==> config.mk <==
export PLATFORM = sky130hd
export DESIGN_NAME = color_table_packet_decoder_flat
export DESIGN_NICKNAME = d
export VERILOG_FILES = /design/src/ctpd_pkg.sv /design/src/ctpd_if.sv /design/src/ctpd_ram.sv /design/src/ctpd_parser.sv /design/src/ctpd_emitter.sv /design/src/color_table_packet_decoder.sv /design/src/flat_wrapper.sv
export SDC_FILE = /design/constraint.sdc
export NUM_CORES = 1
export LEC_CHECK = 0
export ABC_AREA = 1
export BUFFER_PORTS_ARGS = -buffer_cell sky130_fd_sc_hd__buf_4
export CAP_MARGIN = 20
export CORE_MARGIN = 2
export CORE_UTILIZATION = 50
export CTS_CLUSTER_DIAMETER = 200
export DETAILED_ROUTE_END_ITERATION = 7
export HOLD_SLACK_MARGIN = 0.05
export PLACE_DENSITY_LB_ADDON = 0.1
export SYNTH_ARGS = -nofsm -noshare
export SYNTH_HDL_FRONTEND = slang
export SYNTH_HIERARCHICAL = 1
export SYNTH_SLANG_ARGS = --single-unit
==> constraint.sdc <==
create_clock -name clock -period 5.82 [get_ports clock]
set_input_delay 1.746 -clock clock [delete_from_list [all_inputs] [get_ports clock]]
set_output_delay 1.746 -clock clock [all_outputs]
set_load 0.01 [all_outputs]
==> src/ctpd_pkg.sv <==
// Package for the color table packet decoder: codes, summary and control
// structs, and the CRC-16 byte update used by the parser and the testbench.
// No dependencies.
package ctpd_pkg;

   localparam int CSR_INDEX_W = 3;
   localparam int NAME_LEN_W = 6;

   typedef logic [CSR_INDEX_W-1:0] csr_index_type;
   typedef logic [NAME_LEN_W-1:0] name_len_type;

   localparam csr_index_type REG_MAGIC_FIRST = 3'd0;
   localparam csr_index_type REG_MAGIC_SECOND = 3'd1;
   localparam csr_index_type REG_PROTO_VERSION = 3'd2;
   localparam csr_index_type REG_LIGHT_MASK = 3'd3;
   localparam csr_index_type REG_NAME_TAG = 3'd4;

   localparam logic [1:0] KIND_STATUS = 2'd0;
   localparam logic [1:0] KIND_COLOR = 2'd1;
   localparam logic [1:0] KIND_NAME = 2'd2;

   localparam logic [2:0] ST_OK = 3'd0;
   localparam logic [2:0] ST_BAD_MAGIC = 3'd1;
   localparam logic [2:0] ST_BAD_VERSION = 3'd2;
   localparam logic [2:0] ST_BAD_CRC = 3'd3;
   localparam logic [2:0] ST_TRUNCATED = 3'd4;
   localparam logic [2:0] ST_BAD_TLV = 3'd5;

   localparam int POS_MAGIC0 = 0;
   localparam int POS_MAGIC1 = 1;
   localparam int POS_VERSION = 2;
   localparam int POS_FLAGS = 3;
   localparam int POS_COUNT = 4;

   localparam logic [15:0] CRC_INIT = 16'hFFFF;
   localparam logic [15:0] CRC_POLY = 16'h1021;

   typedef enum logic [1:0] {
      PH_TAG,
      PH_LEN,
      PH_VALUE
   } phase_type;

   typedef enum logic [2:0] {
      EM_IDLE,
      EM_FIN,
      EM_COLOR_RD,
      EM_COLOR_OUT,
      EM_NAME_RD,
      EM_NAME_OUT
   } emit_state_type;

   typedef struct packed {
      logic [2:0] status;
      logic light;
      logic [7:0] color_count;
      logic [15:0] packet_crc;
      name_len_type name_length;
   } summary_type;

   typedef struct packed {
      logic hold;
      logic clear;
   } ctrl_type;

   function automatic logic [15:0] crc16_byte(logic [15:0] crc, logic [7:0] b);
      logic [15:0] c;
      c = crc ^ {b, 8'h00};
      for (int k = 0; k < 8; k++) begin
         c = c[15] ? ({c[14:0], 1'b0} ^ CRC_POLY) : {c[14:0], 1'b0};
      end
      return c;
   endfunction

endpackage

==> src/ctpd_if.sv <==
// Handshake interfaces for the decoder's byte input and result output.
// Valid/ready channels with source and sink modports; no dependencies.
interface ctpd_req_if;
   logic valid;
   logic ready;
   logic [7:0] data_byte;
   logic end_of_packet;

   modport source (output valid, output data_byte, output end_of_packet, input ready);
   modport sink (input valid, input data_byte, input end_of_packet, output ready);
endinterface

interface ctpd_rsp_if;
   logic valid;
   logic ready;
   logic [1:0] kind;
   logic [2:0] status;
   logic light;
   logic [7:0] color_count;
   logic [15:0] packet_crc;
   logic [3:0] role;
   logic [7:0] red;
   logic [7:0] green;
   logic [7:0] blue;
   logic [7:0] name_char;
   logic run_end;

   modport source (output valid, output kind, output status, output light,
                   output color_count, output packet_crc, output role, output red,
                   output green, output blue, output name_char, output run_end,
                   input ready);
   modport sink (input valid, input kind, input status, input light,
                 input color_count, input packet_crc, input role, input red,
                 input green, input blue, input name_char, input run_end,
                 output ready);
endinterface

==> src/ctpd_ram.sv <==
// Generic single-port-write, single-port-read RAM with a registered read.
// No dependencies.
module ctpd_ram #(
   parameter int WIDTH = 8,
   parameter int DEPTH = 32,
   localparam int ADDR_W = (DEPTH > 1) ? $clog2(DEPTH) : 1
) (
   input  logic              clock,
   input  logic              wr_en,
   input  logic [ADDR_W-1:0] wr_addr,
   input  logic [WIDTH-1:0]  wr_data,
   input  logic              rd_en,
   input  logic [ADDR_W-1:0] rd_addr,
   output logic [WIDTH-1:0]  rd_data
);

   logic [WIDTH-1:0] mem_ff [DEPTH];
   logic [WIDTH-1:0] rd_data_ff;

   always_ff @(posedge clock) begin
      if (wr_en) begin
         mem_ff[wr_addr] <= wr_data;
      end
      if (rd_en) begin
         rd_data_ff <= mem_ff[rd_addr];
      end
   end

   assign rd_data = rd_data_ff;

endmodule

==> src/ctpd_parser.sv <==
// Byte parser: configuration registers, two-byte CRC delay, header checks,
// color and record walking with writes into the color and name RAMs.
// Depends on ctpd_pkg and ctpd_if.
module ctpd_parser #(
   parameter int MAX_PACKET = 256,
   parameter int HEADER_BYTES = 5,
   parameter int ROLES = 14,
   parameter int MAX_NAME = 32,
   localparam int CA_W = (ROLES > 1) ? $clog2(ROLES) : 1,
   localparam int NA_W = (MAX_NAME > 1) ? $clog2(MAX_NAME) : 1
) (
   input  logic                   clock,
   input  logic                   reset,
   input  logic                   csr_we,
   input  ctpd_pkg::csr_index_type csr_index,
   input  logic [7:0]             csr_wdata,
   ctpd_req_if.sink               req_bus,
   input  ctpd_pkg::ctrl_type     ctrl,
   output logic                   pkt_done,
   output ctpd_pkg::summary_type  summary,
   output logic                   color_wr_en,
   output logic [CA_W-1:0]        color_wr_addr,
   output logic [23:0]            color_wr_data,
   output logic                   name_wr_en,
   output logic [NA_W-1:0]        name_wr_addr,
   output logic [7:0]             name_wr_data
);
   import ctpd_pkg::*;

   localparam int POS_W = $clog2(MAX_PACKET + 1);
   localparam int CMP_W = $clog2(MAX_PACKET + HEADER_BYTES + 767);
   localparam int NL_W = $clog2(MAX_NAME + 1);

   logic [7:0] magic_first_ff, magic_second_ff, proto_version_ff, light_mask_ff, name_tag_ff;

   logic [7:0] d0_ff, d0_in, d1_ff, d1_in;
   logic [1:0] fill_ff, fill_in;
   logic [POS_W-1:0] pos_ff, pos_in;
   logic [15:0] crc_ff, crc_in;
   logic magic_bad_ff, magic_bad_in, version_bad_ff, version_bad_in;
   logic light_ff, light_in;
   logic [7:0] declared_ff, declared_in;
   logic [1:0] comp_ff, comp_in;
   logic [7:0] cidx_ff, cidx_in;
   logic [7:0] red_ff, red_in, green_ff, green_in;
   phase_type phase_ff, phase_in;
   logic is_name_ff, is_name_in;
   logic [7:0] left_ff, left_in;
   logic [NL_W-1:0] nlen_ff, nlen_in;
   logic [7:0] nwi_ff, nwi_in;

   logic accept, body_en, in_colors;
   logic [7:0] bb;
   logic [CMP_W-1:0] colors_end, pos_wide;
   logic [POS_W:0] total;
   logic short_pkt;
   logic [15:0] expected;
   logic [2:0] status;

   assign req_bus.ready = !ctrl.hold;
   assign accept = req_bus.valid && !ctrl.hold;
   assign pkt_done = accept && req_bus.end_of_packet;
   assign bb = d0_ff;
   assign body_en = accept && (fill_ff == 2'd2) && (pos_ff < POS_W'(MAX_PACKET));
   assign colors_end = CMP_W'(HEADER_BYTES) + (CMP_W'(declared_ff) << 1) + CMP_W'(declared_ff);
   assign pos_wide = CMP_W'(pos_ff);
   assign in_colors = (pos_ff >= POS_W'(HEADER_BYTES)) && (pos_wide < colors_end);

   always_ff @(posedge clock) begin
      if (reset) begin
         magic_first_ff <= 8'd0;
         magic_second_ff <= 8'd0;
         proto_version_ff <= 8'd1;
         light_mask_ff <= 8'd1;
         name_tag_ff <= 8'd1;
      end else if (csr_we) begin
         case (csr_index)
            REG_MAGIC_FIRST: magic_first_ff <= csr_wdata;
            REG_MAGIC_SECOND: magic_second_ff <= csr_wdata;
            REG_PROTO_VERSION: proto_version_ff <= csr_wdata;
            REG_LIGHT_MASK: light_mask_ff <= csr_wdata;
            REG_NAME_TAG: name_tag_ff <= csr_wdata;
            default: ;
         endcase
      end
   end

   always_comb begin
      d0_in = d0_ff;
      d1_in = d1_ff;
      fill_in = fill_ff;
      pos_in = pos_ff;
      crc_in = crc_ff;
      magic_bad_in = magic_bad_ff;
      version_bad_in = version_bad_ff;
      light_in = light_ff;
      declared_in = declared_ff;
      comp_in = comp_ff;
      cidx_in = cidx_ff;
      red_in = red_ff;
      green_in = green_ff;
      phase_in = phase_ff;
      is_name_in = is_name_ff;
      left_in = left_ff;
      nlen_in = nlen_ff;
      nwi_in = nwi_ff;
      color_wr_en = 1'b0;
      name_wr_en = 1'b0;

      if (accept) begin
         if (fill_ff == 2'd2) begin
            d0_in = d1_ff;
            d1_in = req_bus.data_byte;
         end else if (fill_ff == 2'd0) begin
            d0_in = req_bus.data_byte;
            fill_in = 2'd1;
         end else begin
            d1_in = req_bus.data_byte;
            fill_in = 2'd2;
         end
      end

      if (body_en) begin
         pos_in = pos_ff + POS_W'(1);
         crc_in = crc16_byte(crc_ff, bb);
         if (pos_ff == POS_W'(POS_MAGIC0)) begin
            magic_bad_in = magic_bad_ff || (bb != magic_first_ff);
         end
         if (pos_ff == POS_W'(POS_MAGIC1)) begin
            magic_bad_in = magic_bad_ff || (bb != magic_second_ff);
         end
         if (pos_ff == POS_W'(POS_VERSION)) begin
            version_bad_in = (bb != proto_version_ff);
         end
         if (pos_ff == POS_W'(POS_FLAGS)) begin
            light_in = (bb & light_mask_ff) != 8'd0;
         end
         if (pos_ff == POS_W'(POS_COUNT)) begin
            declared_in = bb;
         end
         if (pos_ff >= POS_W'(HEADER_BYTES)) begin
            if (in_colors) begin
               case (comp_ff)
                  2'd0: begin
                     red_in = bb;
                     comp_in = 2'd1;
                  end
                  2'd1: begin
                     green_in = bb;
                     comp_in = 2'd2;
                  end
                  default: begin
                     color_wr_en = cidx_ff < 8'(ROLES);
                     comp_in = 2'd0;
                     cidx_in = cidx_ff + 8'd1;
                  end
               endcase
            end else begin
               case (phase_ff)
                  PH_TAG: begin
                     is_name_in = (bb == name_tag_ff);
                     phase_in = PH_LEN;
                  end
                  PH_LEN: begin
                     if (is_name_ff) begin
                        nlen_in = '0;
                        nwi_in = 8'd0;
                     end
                     left_in = bb;
                     phase_in = (bb == 8'd0) ? PH_TAG : PH_VALUE;
                  end
                  default: begin
                     if (is_name_ff) begin
                        if (nwi_ff < 8'(MAX_NAME)) begin
                           name_wr_en = 1'b1;
                           nlen_in = NL_W'(nwi_ff + 8'd1);
                        end
                        if (nwi_ff != 8'hFF) begin
                           nwi_in = nwi_ff + 8'd1;
                        end
                     end
                     left_in = left_ff - 8'd1;
                     if (left_ff == 8'd1) begin
                        phase_in = PH_TAG;
                     end
                  end
               endcase
            end
         end
      end

      if (ctrl.clear) begin
         fill_in = 2'd0;
         pos_in = '0;
         crc_in = CRC_INIT;
         magic_bad_in = 1'b0;
         version_bad_in = 1'b0;
         light_in = 1'b0;
         declared_in = 8'd0;
         comp_in = 2'd0;
         cidx_in = 8'd0;
         phase_in = PH_TAG;
         is_name_in = 1'b0;
         left_in = 8'd0;
         nlen_in = '0;
         nwi_in = 8'd0;
      end
   end

   always_ff @(posedge clock) begin
      d0_ff <= d0_in;
      d1_ff <= d1_in;
      red_ff <= red_in;
      green_ff <= green_in;
      if (reset) begin
         fill_ff <= 2'd0;
         pos_ff <= '0;
         crc_ff <= CRC_INIT;
         magic_bad_ff <= 1'b0;
         version_bad_ff <= 1'b0;
         light_ff <= 1'b0;
         declared_ff <= 8'd0;
         comp_ff <= 2'd0;
         cidx_ff <= 8'd0;
         phase_ff <= PH_TAG;
         is_name_ff <= 1'b0;
         left_ff <= 8'd0;
         nlen_ff <= '0;
         nwi_ff <= 8'd0;
      end else begin
         fill_ff <= fill_in;
         pos_ff <= pos_in;
         crc_ff <= crc_in;
         magic_bad_ff <= magic_bad_in;
         version_bad_ff <= version_bad_in;
         light_ff <= light_in;
         declared_ff <= declared_in;
         comp_ff <= comp_in;
         cidx_ff <= cidx_in;
         phase_ff <= phase_in;
         is_name_ff <= is_name_in;
         left_ff <= left_in;
         nlen_ff <= nlen_in;
         nwi_ff <= nwi_in;
      end
   end

   assign color_wr_addr = CA_W'(cidx_ff);
   assign color_wr_data = {red_ff, green_ff, bb};
   assign name_wr_addr = NA_W'(nwi_ff);
   assign name_wr_data = bb;

   assign total = (POS_W + 1)'(pos_ff) + (POS_W + 1)'(fill_ff);
   assign short_pkt = (fill_ff != 2'd2) || (total > (POS_W + 1)'(MAX_PACKET))
                      || (pos_ff < POS_W'(HEADER_BYTES));
   assign expected = {d1_ff, d0_ff};

   always_comb begin
      if (short_pkt) begin
         status = ST_TRUNCATED;
      end else if (magic_bad_ff) begin
         status = ST_BAD_MAGIC;
      end else if (version_bad_ff) begin
         status = ST_BAD_VERSION;
      end else if (crc_ff != expected) begin
         status = ST_BAD_CRC;
      end else if (colors_end > pos_wide) begin
         status = ST_TRUNCATED;
      end else if (phase_ff != PH_TAG) begin
         status = ST_BAD_TLV;
      end else begin
         status = ST_OK;
      end
   end

   always_comb begin
      summary.status = status;
      summary.light = (status == ST_OK) ? light_ff : 1'b0;
      summary.color_count = (status == ST_OK) ? declared_ff : 8'd0;
      summary.packet_crc = (status == ST_OK) ? expected : 16'd0;
      summary.name_length = name_len_type'(nlen_ff);
   end

endmodule

==> src/ctpd_emitter.sv <==
// Result sequencer: status beat, then on success color and name beats read from the
// RAMs, through a registered output stage. Depends on ctpd_pkg and ctpd_if.
module ctpd_emitter #(
   parameter int ROLES = 14,
   parameter int MAX_NAME = 32,
   localparam int CA_W = (ROLES > 1) ? $clog2(ROLES) : 1,
   localparam int NA_W = (MAX_NAME > 1) ? $clog2(MAX_NAME) : 1
) (
   input  logic                  clock,
   input  logic                  reset,
   input  logic                  pkt_done,
   input  ctpd_pkg::summary_type summary,
   output ctpd_pkg::ctrl_type    ctrl,
   output logic                  color_rd_en,
   output logic [CA_W-1:0]       color_rd_addr,
   input  logic [23:0]           color_rd_data,
   output logic                  name_rd_en,
   output logic [NA_W-1:0]       name_rd_addr,
   input  logic [7:0]            name_rd_data,
   ctpd_rsp_if.source            rsp_bus
);
   import ctpd_pkg::*;

   localparam int ITEM_MAX = (ROLES > MAX_NAME) ? ROLES : MAX_NAME;
   localparam int ITEM_W = $clog2(ITEM_MAX + 1);

   emit_state_type state_ff, state_in;
   logic [ITEM_W-1:0] idx_ff, idx_in;
   logic slot_free, load, last_color, last_name, color_live;

   logic valid_ff, valid_in;
   logic [1:0] kind_ff, kind_in;
   logic [2:0] status_ff, status_in;
   logic light_ff, light_in;
   logic [7:0] count_ff, count_in;
   logic [15:0] crc_ff, crc_in;
   logic [3:0] role_ff, role_in;
   logic [7:0] red_ff, red_in, green_ff, green_in, blue_ff, blue_in;
   logic [7:0] char_ff, char_in;
   logic run_end_ff, run_end_in;

   assign slot_free = !valid_ff || rsp_bus.ready;
   assign last_color = idx_ff == ITEM_W'(ROLES - 1);
   assign last_name = name_len_type'(idx_ff) + name_len_type'(1) == summary.name_length;
   assign color_live = 8'(idx_ff) < summary.color_count;

   always_comb begin
      state_in = state_ff;
      idx_in = idx_ff;
      case (state_ff)
         EM_IDLE: begin
            if (pkt_done) begin
               state_in = EM_FIN;
            end
         end
         EM_FIN: begin
            if (slot_free) begin
               idx_in = '0;
               state_in = (summary.status == ST_OK) ? EM_COLOR_RD : EM_IDLE;
            end
         end
         EM_COLOR_RD: state_in = EM_COLOR_OUT;
         EM_COLOR_OUT: begin
            if (slot_free) begin
               if (last_color) begin
                  idx_in = '0;
                  state_in = (summary.name_length == '0) ? EM_IDLE : EM_NAME_RD;
               end else begin
                  idx_in = idx_ff + ITEM_W'(1);
                  state_in = EM_COLOR_RD;
               end
            end
         end
         EM_NAME_RD: state_in = EM_NAME_OUT;
         EM_NAME_OUT: begin
            if (slot_free) begin
               if (last_name) begin
                  state_in = EM_IDLE;
               end else begin
                  idx_in = idx_ff + ITEM_W'(1);
                  state_in = EM_NAME_RD;
               end
            end
         end
         default: state_in = EM_IDLE;
      endcase
   end

   always_comb begin
      ctrl.hold = state_ff != EM_IDLE;
      ctrl.clear = (state_ff != EM_IDLE) && (state_in == EM_IDLE);
      color_rd_en = state_ff == EM_COLOR_RD;
      name_rd_en = state_ff == EM_NAME_RD;
      load = slot_free && ((state_ff == EM_FIN) || (state_ff == EM_COLOR_OUT)
                           || (state_ff == EM_NAME_OUT));
      valid_in = load ? 1'b1 : (rsp_bus.ready ? 1'b0 : valid_ff);
      kind_in = kind_ff;
      status_in = status_ff;
      light_in = light_ff;
      count_in = count_ff;
      crc_in = crc_ff;
      role_in = role_ff;
      red_in = red_ff;
      green_in = green_ff;
      blue_in = blue_ff;
      char_in = char_ff;
      run_end_in = run_end_ff;
      if (load) begin
         kind_in = KIND_STATUS;
         status_in = ST_OK;
         light_in = 1'b0;
         count_in = 8'd0;
         crc_in = 16'd0;
         role_in = 4'd0;
         red_in = 8'd0;
         green_in = 8'd0;
         blue_in = 8'd0;
         char_in = 8'd0;
         run_end_in = 1'b0;
         case (state_ff)
            EM_FIN: begin
               status_in = summary.status;
               light_in = summary.light;
               count_in = summary.color_count;
               crc_in = summary.packet_crc;
               run_end_in = summary.status != ST_OK;
            end
            EM_COLOR_OUT: begin
               kind_in = KIND_COLOR;
               role_in = 4'(idx_ff);
               if (color_live) begin
                  red_in = color_rd_data[23:16];
                  green_in = color_rd_data[15:8];
                  blue_in = color_rd_data[7:0];
               end
               run_end_in = last_color && (summary.name_length == '0);
            end
            default: begin
               kind_in = KIND_NAME;
               char_in = name_rd_data;
               run_end_in = last_name;
            end
         endcase
      end
   end

   always_ff @(posedge clock) begin
      kind_ff <= kind_in;
      status_ff <= status_in;
      light_ff <= light_in;
      count_ff <= count_in;
      crc_ff <= crc_in;
      role_ff <= role_in;
      red_ff <= red_in;
      green_ff <= green_in;
      blue_ff <= blue_in;
      char_ff <= char_in;
      run_end_ff <= run_end_in;
      if (reset) begin
         state_ff <= EM_IDLE;
         idx_ff <= '0;
         valid_ff <= 1'b0;
      end else begin
         state_ff <= state_in;
         idx_ff <= idx_in;
         valid_ff <= valid_in;
      end
   end

   assign color_rd_addr = CA_W'(idx_ff);
   assign name_rd_addr = NA_W'(idx_ff);

   assign rsp_bus.valid = valid_ff;
   assign rsp_bus.kind = kind_ff;
   assign rsp_bus.status = status_ff;
   assign rsp_bus.light = light_ff;
   assign rsp_bus.color_count = count_ff;
   assign rsp_bus.packet_crc = crc_ff;
   assign rsp_bus.role = role_ff;
   assign rsp_bus.red = red_ff;
   assign rsp_bus.green = green_ff;
   assign rsp_bus.blue = blue_ff;
   assign rsp_bus.name_char = char_ff;
   assign rsp_bus.run_end = run_end_ff;

endmodule

==> src/color_table_packet_decoder.sv <==
// Top level of the color table packet decoder: parser, result sequencer and
// the color and name RAMs. Depends on ctpd_pkg, ctpd_if, ctpd_ram,
// ctpd_parser and ctpd_emitter.
//
// Packet bytes enter on req_bus, one beat per cycle while ready is high, with
// end_of_packet on the final beat; the last two bytes are the little-endian
// CRC. Registers are to be written through csr_we/csr_index/csr_wdata only
// while no packet is in flight; the block does not enforce this. After the
// final beat, input is held off while rsp_bus carries a status beat and, on
// success, one beat per color role and one per stored name byte; each color
// or name beat is read from its RAM (registered read) in a RD state and loaded
// in an OUT state. A failed packet holds input only in EM_FIN; a good one also
// in the color and name states and while the receiver stalls. The output
// register holds a beat until it is taken, so input resumes while the final
// beat of a run still waits. Reset is synchronous: it restores the register
// defaults and the per-packet state; no RAM clearing pass is needed.
module color_table_packet_decoder #(
   parameter int MAX_PACKET = 256,
   parameter int HEADER_BYTES = 5,
   parameter int ROLES = 14,
   parameter int MAX_NAME = 32
) (
   input  logic                    clock,
   input  logic                    reset,
   input  logic                    csr_we,
   input  ctpd_pkg::csr_index_type csr_index,
   input  logic [7:0]              csr_wdata,
   ctpd_req_if.sink                req_bus,
   ctpd_rsp_if.source              rsp_bus
);
   import ctpd_pkg::*;

   localparam int CA_W = (ROLES > 1) ? $clog2(ROLES) : 1;
   localparam int NA_W = (MAX_NAME > 1) ? $clog2(MAX_NAME) : 1;

   ctrl_type ctrl;
   summary_type summary;
   logic pkt_done;
   logic color_wr_en, color_rd_en, name_wr_en, name_rd_en;
   logic [CA_W-1:0] color_wr_addr, color_rd_addr;
   logic [NA_W-1:0] name_wr_addr, name_rd_addr;
   logic [23:0] color_wr_data, color_rd_data;
   logic [7:0] name_wr_data, name_rd_data;

   ctpd_parser #(
      .MAX_PACKET(MAX_PACKET),
      .HEADER_BYTES(HEADER_BYTES),
      .ROLES(ROLES),
      .MAX_NAME(MAX_NAME)
   ) u_parser (
      .clock(clock),
      .reset(reset),
      .csr_we(csr_we),
      .csr_index(csr_index),
      .csr_wdata(csr_wdata),
      .req_bus(req_bus),
      .ctrl(ctrl),
      .pkt_done(pkt_done),
      .summary(summary),
      .color_wr_en(color_wr_en),
      .color_wr_addr(color_wr_addr),
      .color_wr_data(color_wr_data),
      .name_wr_en(name_wr_en),
      .name_wr_addr(name_wr_addr),
      .name_wr_data(name_wr_data)
   );

   ctpd_ram #(.WIDTH(24), .DEPTH(ROLES)) u_color_ram (
      .clock(clock),
      .wr_en(color_wr_en),
      .wr_addr(color_wr_addr),
      .wr_data(color_wr_data),
      .rd_en(color_rd_en),
      .rd_addr(color_rd_addr),
      .rd_data(color_rd_data)
   );

   ctpd_ram #(.WIDTH(8), .DEPTH(MAX_NAME)) u_name_ram (
      .clock(clock),
      .wr_en(name_wr_en),
      .wr_addr(name_wr_addr),
      .wr_data(name_wr_data),
      .rd_en(name_rd_en),
      .rd_addr(name_rd_addr),
      .rd_data(name_rd_data)
   );

   ctpd_emitter #(
      .ROLES(ROLES),
      .MAX_NAME(MAX_NAME)
   ) u_emitter (
      .clock(clock),
      .reset(reset),
      .pkt_done(pkt_done),
      .summary(summary),
      .ctrl(ctrl),
      .color_rd_en(color_rd_en),
      .color_rd_addr(color_rd_addr),
      .color_rd_data(color_rd_data),
      .name_rd_en(name_rd_en),
      .name_rd_addr(name_rd_addr),
      .name_rd_data(name_rd_data),
      .rsp_bus(rsp_bus)
   );

   a_hold_after_last: assert property (@(posedge clock) disable iff (reset)
      req_bus.valid && req_bus.ready && req_bus.end_of_packet |=> !req_bus.ready)
      else $error("input not held off after the final beat");

   a_error_ends_run: assert property (@(posedge clock) disable iff (reset)
      rsp_bus.valid && rsp_bus.kind == KIND_STATUS && rsp_bus.status != ST_OK
      |-> rsp_bus.run_end)
      else $error("error status beat does not end the run");

   a_role_range: assert property (@(posedge clock) disable iff (reset)
      rsp_bus.valid && rsp_bus.kind == KIND_COLOR |-> 32'(rsp_bus.role) < ROLES)
      else $error("color beat role out of range");

   a_ram_exclusive: assert property (@(posedge clock) disable iff (reset)
      (color_rd_en || name_rd_en) |-> !(color_wr_en || name_wr_en))
      else $error("RAM written while results are being read");

endmodule

==> src/flat_wrapper.sv <==
// flat-port wrapper written by rule: the top's interface ports become plain ports
module color_table_packet_decoder_flat import ctpd_pkg::*;
#(
   parameter int MAX_PACKET = 256,
   parameter int HEADER_BYTES = 5,
   parameter int ROLES = 14,
   parameter int MAX_NAME = 32
)
  (clock, reset, csr_we, csr_index, csr_wdata, req_bus_valid, req_bus_data_byte, req_bus_end_of_packet, req_bus_ready, rsp_bus_valid, rsp_bus_kind, rsp_bus_status, rsp_bus_light, rsp_bus_color_count, rsp_bus_packet_crc, rsp_bus_role, rsp_bus_red, rsp_bus_green, rsp_bus_blue, rsp_bus_name_char, rsp_bus_run_end, rsp_bus_ready);
  ctpd_req_if req_bus_i ();
  ctpd_rsp_if rsp_bus_i ();
  input  logic clock;
  input  logic reset;
  input  logic csr_we;
  input  ctpd_pkg::csr_index_type csr_index;
  input  logic [7:0] csr_wdata;
  input wire logic [$bits(req_bus_i.valid)-1:0] req_bus_valid;
  input wire logic [$bits(req_bus_i.data_byte)-1:0] req_bus_data_byte;
  input wire logic [$bits(req_bus_i.end_of_packet)-1:0] req_bus_end_of_packet;
  output wire logic [$bits(req_bus_i.ready)-1:0] req_bus_ready;
  output wire logic [$bits(rsp_bus_i.valid)-1:0] rsp_bus_valid;
  output wire logic [$bits(rsp_bus_i.kind)-1:0] rsp_bus_kind;
  output wire logic [$bits(rsp_bus_i.status)-1:0] rsp_bus_status;
  output wire logic [$bits(rsp_bus_i.light)-1:0] rsp_bus_light;
  output wire logic [$bits(rsp_bus_i.color_count)-1:0] rsp_bus_color_count;
  output wire logic [$bits(rsp_bus_i.packet_crc)-1:0] rsp_bus_packet_crc;
  output wire logic [$bits(rsp_bus_i.role)-1:0] rsp_bus_role;
  output wire logic [$bits(rsp_bus_i.red)-1:0] rsp_bus_red;
  output wire logic [$bits(rsp_bus_i.green)-1:0] rsp_bus_green;
  output wire logic [$bits(rsp_bus_i.blue)-1:0] rsp_bus_blue;
  output wire logic [$bits(rsp_bus_i.name_char)-1:0] rsp_bus_name_char;
  output wire logic [$bits(rsp_bus_i.run_end)-1:0] rsp_bus_run_end;
  input wire logic [$bits(rsp_bus_i.ready)-1:0] rsp_bus_ready;
  assign req_bus_i.valid = req_bus_valid;
  assign req_bus_i.data_byte = req_bus_data_byte;
  assign req_bus_i.end_of_packet = req_bus_end_of_packet;
  assign req_bus_ready = req_bus_i.ready;
  assign rsp_bus_valid = rsp_bus_i.valid;
  assign rsp_bus_kind = rsp_bus_i.kind;
  assign rsp_bus_status = rsp_bus_i.status;
  assign rsp_bus_light = rsp_bus_i.light;
  assign rsp_bus_color_count = rsp_bus_i.color_count;
  assign rsp_bus_packet_crc = rsp_bus_i.packet_crc;
  assign rsp_bus_role = rsp_bus_i.role;
  assign rsp_bus_red = rsp_bus_i.red;
  assign rsp_bus_green = rsp_bus_i.green;
  assign rsp_bus_blue = rsp_bus_i.blue;
  assign rsp_bus_name_char = rsp_bus_i.name_char;
  assign rsp_bus_run_end = rsp_bus_i.run_end;
  assign rsp_bus_i.ready = rsp_bus_ready;
  color_table_packet_decoder #(.MAX_PACKET(MAX_PACKET), .HEADER_BYTES(HEADER_BYTES), .ROLES(ROLES), .MAX_NAME(MAX_NAME)) u_core (.clock(clock), .reset(reset), .csr_we(csr_we), .csr_index(csr_index), .csr_wdata(csr_wdata), .req_bus(req_bus_i), .rsp_bus(rsp_bus_i));
endmodule
==> results by group <==
Power and ir drop
  – Worst VDD drop: ~210 µV
  – P_sw: 0.003114 W
  – Logic pwr share: 8.0%
  – Switching Fraction: between 20% and 30%
  – Leak: 16.52 nW
  – Power per cell area: 316.5 nW/µm²
  – Clock share of power: 41.1%
  – Flop pwr share: 50.9%
  – Internal power: 0.01008 W
  – Power Total: 0.01320 W

Outcome
  – Status: completed

STA
  – RSZ-0062 raised after global routing: no
  – Final hold viol count: 0
  – Final critical-path share of the clock period: 89.55%
  – Fmax achieved: approximately 190 MHz
  – Final setup TNS: 0 ps
  – Worst rel slew slack: 27.71%
  – Final Skew: around 26 ps
  – Slew @ Worst Pin: 1084 ps
  – Setup violations, final: 0
  – Final Slew Violations: 0
  – Hold WS: between 400 and 500 ps
  – Min cycle time layout: 5212 ps

Critical path
  – Critical path origin: u_core/u_parser/declared_ff[2]$_SDFFE_PP0P_
  – Most used cell along the critical path: nand2_1
  – Data required, critical path: 6100 ps
  – Crit Path Max Fanout: 24
  – Critical path class: register to register
  – Bufs and invs on worst path: 4
  – FF-to-FF End: u_core/u_color_ram/mem_ff[11][4]$_DFFE_PP_
  – CP delay by family, top: simple AND/OR/NAND/NOR gates
  – Startpoint types: register
  – Worst Reg-to-Reg Cells: 26
  – Worst path max stage delay: 600 ps
  – CP arrival: 5490 ps
  – R2r startpoint: u_core/u_parser/declared_ff[2]$_SDFFE_PP0P_
  – Crit. End Element: register
  – Worst R2R Setup Slack: 610 ps
  – CP max stage cell: a211oi_1

Floorplanning
  – Die W: 277.9 µm
  – Initial core utilization: between 50% and 60%
  – Die area: 77,240 µm²
  – Num rows: 100
  – Chip height: 277.9 µm
  – # IOs: 94
  – Core area: 74,320 µm²

Layout
  – Synthesis-to-layout area growth: 11.14%
  – # diodes: 0
  – Nets: 3,834
  – Commonest cells after routing, fill and taps aside: 1,077 x nand2_1, 723 x edfxtp_1, 452 x nand3_1
  – Most common cell after layout, fill and taps aside: nand2_1
  – Layout fillers: ~6.4k
  – Area occupied by multi-input gates: 10,670 µm²
  – Share of layout cells above drive strength 1: 10.27%
  – Design Area, Final: 41,690 µm²
  – Sequential cell area: 24,190 µm²

Placement
  – DP Area: around 39,000 µm²
  – Port buffer count: 93
  – HPWL Detailed: 57,440 µm
  – Routability cong.: a little under 0.9

Clock tree
  – Clock latency on the worst-skew pair: 640 ps
  – Clock sinks: 846
  – CTS tree: yes
  – Root buffer cell: clkbuf_16
  – CTS buffer count: 87
  – CTS Hold Bufs: 0
  – Gates resized, CTS repair: 0
  – Buffer depth of the longest clock path: 3
  – # Post-CTS Setup Buffers: 0
  – Clock transition at the registers of the reported paths: 60 ps
  – CTS H-tree lvls: 3

GRT
  – Vias in the first global route: 24.93k
  – Total Routing Usage GR: 24.18%
  – First-pass GRT wire length: 144,700 µm
  – Met3 global-route usage: 3.420%
  – Global-route met2 utilization: approximately two fifths
  – Initial antenna violation count: 1
  – Grt peak-use layer: met2
  – Pin count of the biggest net entering global routing: 115
  – Met1 Resource Use GR: 34.25%
  – GR Overflow Total: 0

Flow run
  – Maxcap violations: 0

Synthesis
  – FFs w/ async S/R, synth: 0%
  – Post-synthesis register bit count: 846
  – Mapped Area: 37,520 µm²
  – Yosys warns: 6
  – Cell count after synthesis: 3,689
  – Seq/Total Area, Yosys: 64.43%
  – Top FF cell, synth: edfxtp_1
  – Post-synth EDFFs: between 700 and 800
  – Distinct cells, synth: 52
  – Syn Nets: 3,757
  – Syn avg cell area: 10.17 µm²

Drt
  – WL final: 93,750 µm
  – # DRC: 0
  – DRT Pass-1 Iters: 7
  – Vias: 25.87k
  – Drt wl/cell: 19.51 µm
  – Iteration-0 DRC Markers: between 2k and 2.5k
  – Post-DR vias/cell: 5.383
  – Routed Antenna Nets: 0

Hold path
  – Hold Path Depth: 2
  – HP Class: register to register
  – Hold path startpoint: u_core/u_parser/magic_first_ff[4]$_SDFFE_PP0P_
  – Hold EP: u_core/u_parser/magic_first_ff[4]$_SDFFE_PP0P_
[cell families after synthesis]
| kind of cell | count (synthesis) | share of synthesized area, % |
|---|---|---|
| buffers and inverters | 576 | 7.297 |
| DFF | 846 | 64.43 |
| adders and majority gates | 43 | 1.474 |
| AOI/OAI and AO/OA | 267 | 3.722 |
| and+or+nand+nor | 1897 | 21.67 |
| xor gates and xnor gates | 60 | 1.401 |
[cell usage after synthesis, drive strengths merged, types with 3 or more instances]
cell type	number	area [µm²]
nor2	291	1270
xnor2	28	245.2
nor4	5	31.28
inv	382	1436
a21oi	131	659.4
nand3	465	2392
ha	41	513.0
or2	3	18.77
nand4	19	118.9
o211ai	4	30.03
o21ai	117	585.6
xor2	32	280.3
nor3b	3	22.52
nor3	18	116.4
a211oi	4	35.03
dfxtp	123	2462
edfxtp	723	21710
clkbuf	34	127.6
nand2	1088	4126
buf	160	1174
[power by group through the flow]
stage                     logic (W)  clock network, W  registers (W)
after CTS                   0.00105           0.00555        0.00671
after global routing        0.00116           0.00579        0.00672
after floorplan            0.000709                 0        0.00682
final                       0.00105           0.00543        0.00671
after detailed placement    0.00105                 0        0.00684
after global placement      0.00104                 0        0.00684
[worst max-delay path by stage]
stage,end,slack [ps],cells past startpoint
floorplan,u_core/u_color_ram/mem_ff[10][0]$_DFFE_PP_,880,26
global placement,u_core/u_emitter/rsp_bus.green[5]$_SDFFCE_PN0P_,750,33
detailed placement,u_core/u_color_ram/mem_ff[11][0]$_DFFE_PP_,640,26
CTS,u_core/u_color_ram/mem_ff[11][9]$_DFFE_PP_,630,26
global route,u_core/u_color_ram/mem_ff[11][9]$_DFFE_PP_,120,26
finish,u_core/u_color_ram/mem_ff[11][4]$_DFFE_PP_,610,26
[sequential cells by signal (all words and copies together) (netlist names), 9 cells and up]
| name | flops |
|---|---|
| u_core/u_color_ram/rd_data | 24 |
| u_core/u_emitter/rsp_bus.packet_crc | 16 |
| u_core/u_name_ram/mem_ff | 256 |
| u_core/u_parser/pos_ff | 9 |
| u_core/u_color_ram/mem_ff | 336 |
| u_core/u_parser/crc_ff | 16 |
[metal layers]
| layer | vias up | share of wire [%] |
|---|---|---|
| li1 | 12380 | - |
| met1 | 12560 | 44 |
| met2 | 819 | 47 |
| met3 | 109 | 6.7 |
| met4 | 2 | 1.7 |
| met5 | - | 0.018 |
[worst register-to-register path, stage by stage (launching register included)]
cell      delay, ps
dfxtp_1         360
inv_1            90
ha_1            330
inv_1            60
ha_1            290
nand3_1          80
nand2_1          80
nand2_1          70
nand2_1          50
nand2_1          70
a21oi_1          70
o21ai_0         140
nand2_1          80
xor2_1          140
ha_1            290
nand2_1          70
nor2_1          130
o21a_1          130
nand2_1          90
nand3_2         150
nand2_1         130
inv_2           160
nand2_1         260
a211oi_1        600
nand3_1         370
nor2_2          180
buf_4           400
[metrics by stage]
step,util (%),setup slack [ps],cells
3_5_place_dp,52.34,638.1,4644
5_1_grt,56.10,121.0,4806
2_1_floorplan,-,880.1,3689
3_3_place_gp,52.34,747.9,4644
6_report,56.10,608.3,4806
4_1_cts,56.06,625.1,4804
[area by class of cell]
| class | count | share of cell area [%] |
|---|---|---|
| clock buffer | 120 | 5.636 |
| clock inverter | 40 | 0.9993 |
| inverter | 382 | 3.448 |
| multi-input combinational | 2267 | 25.60 |
| sequential | 846 | 58.01 |
| tap | 969 | 2.908 |
| timing repair buffer | 182 | 3.403 |
Power figures use the tool's default switching activity.
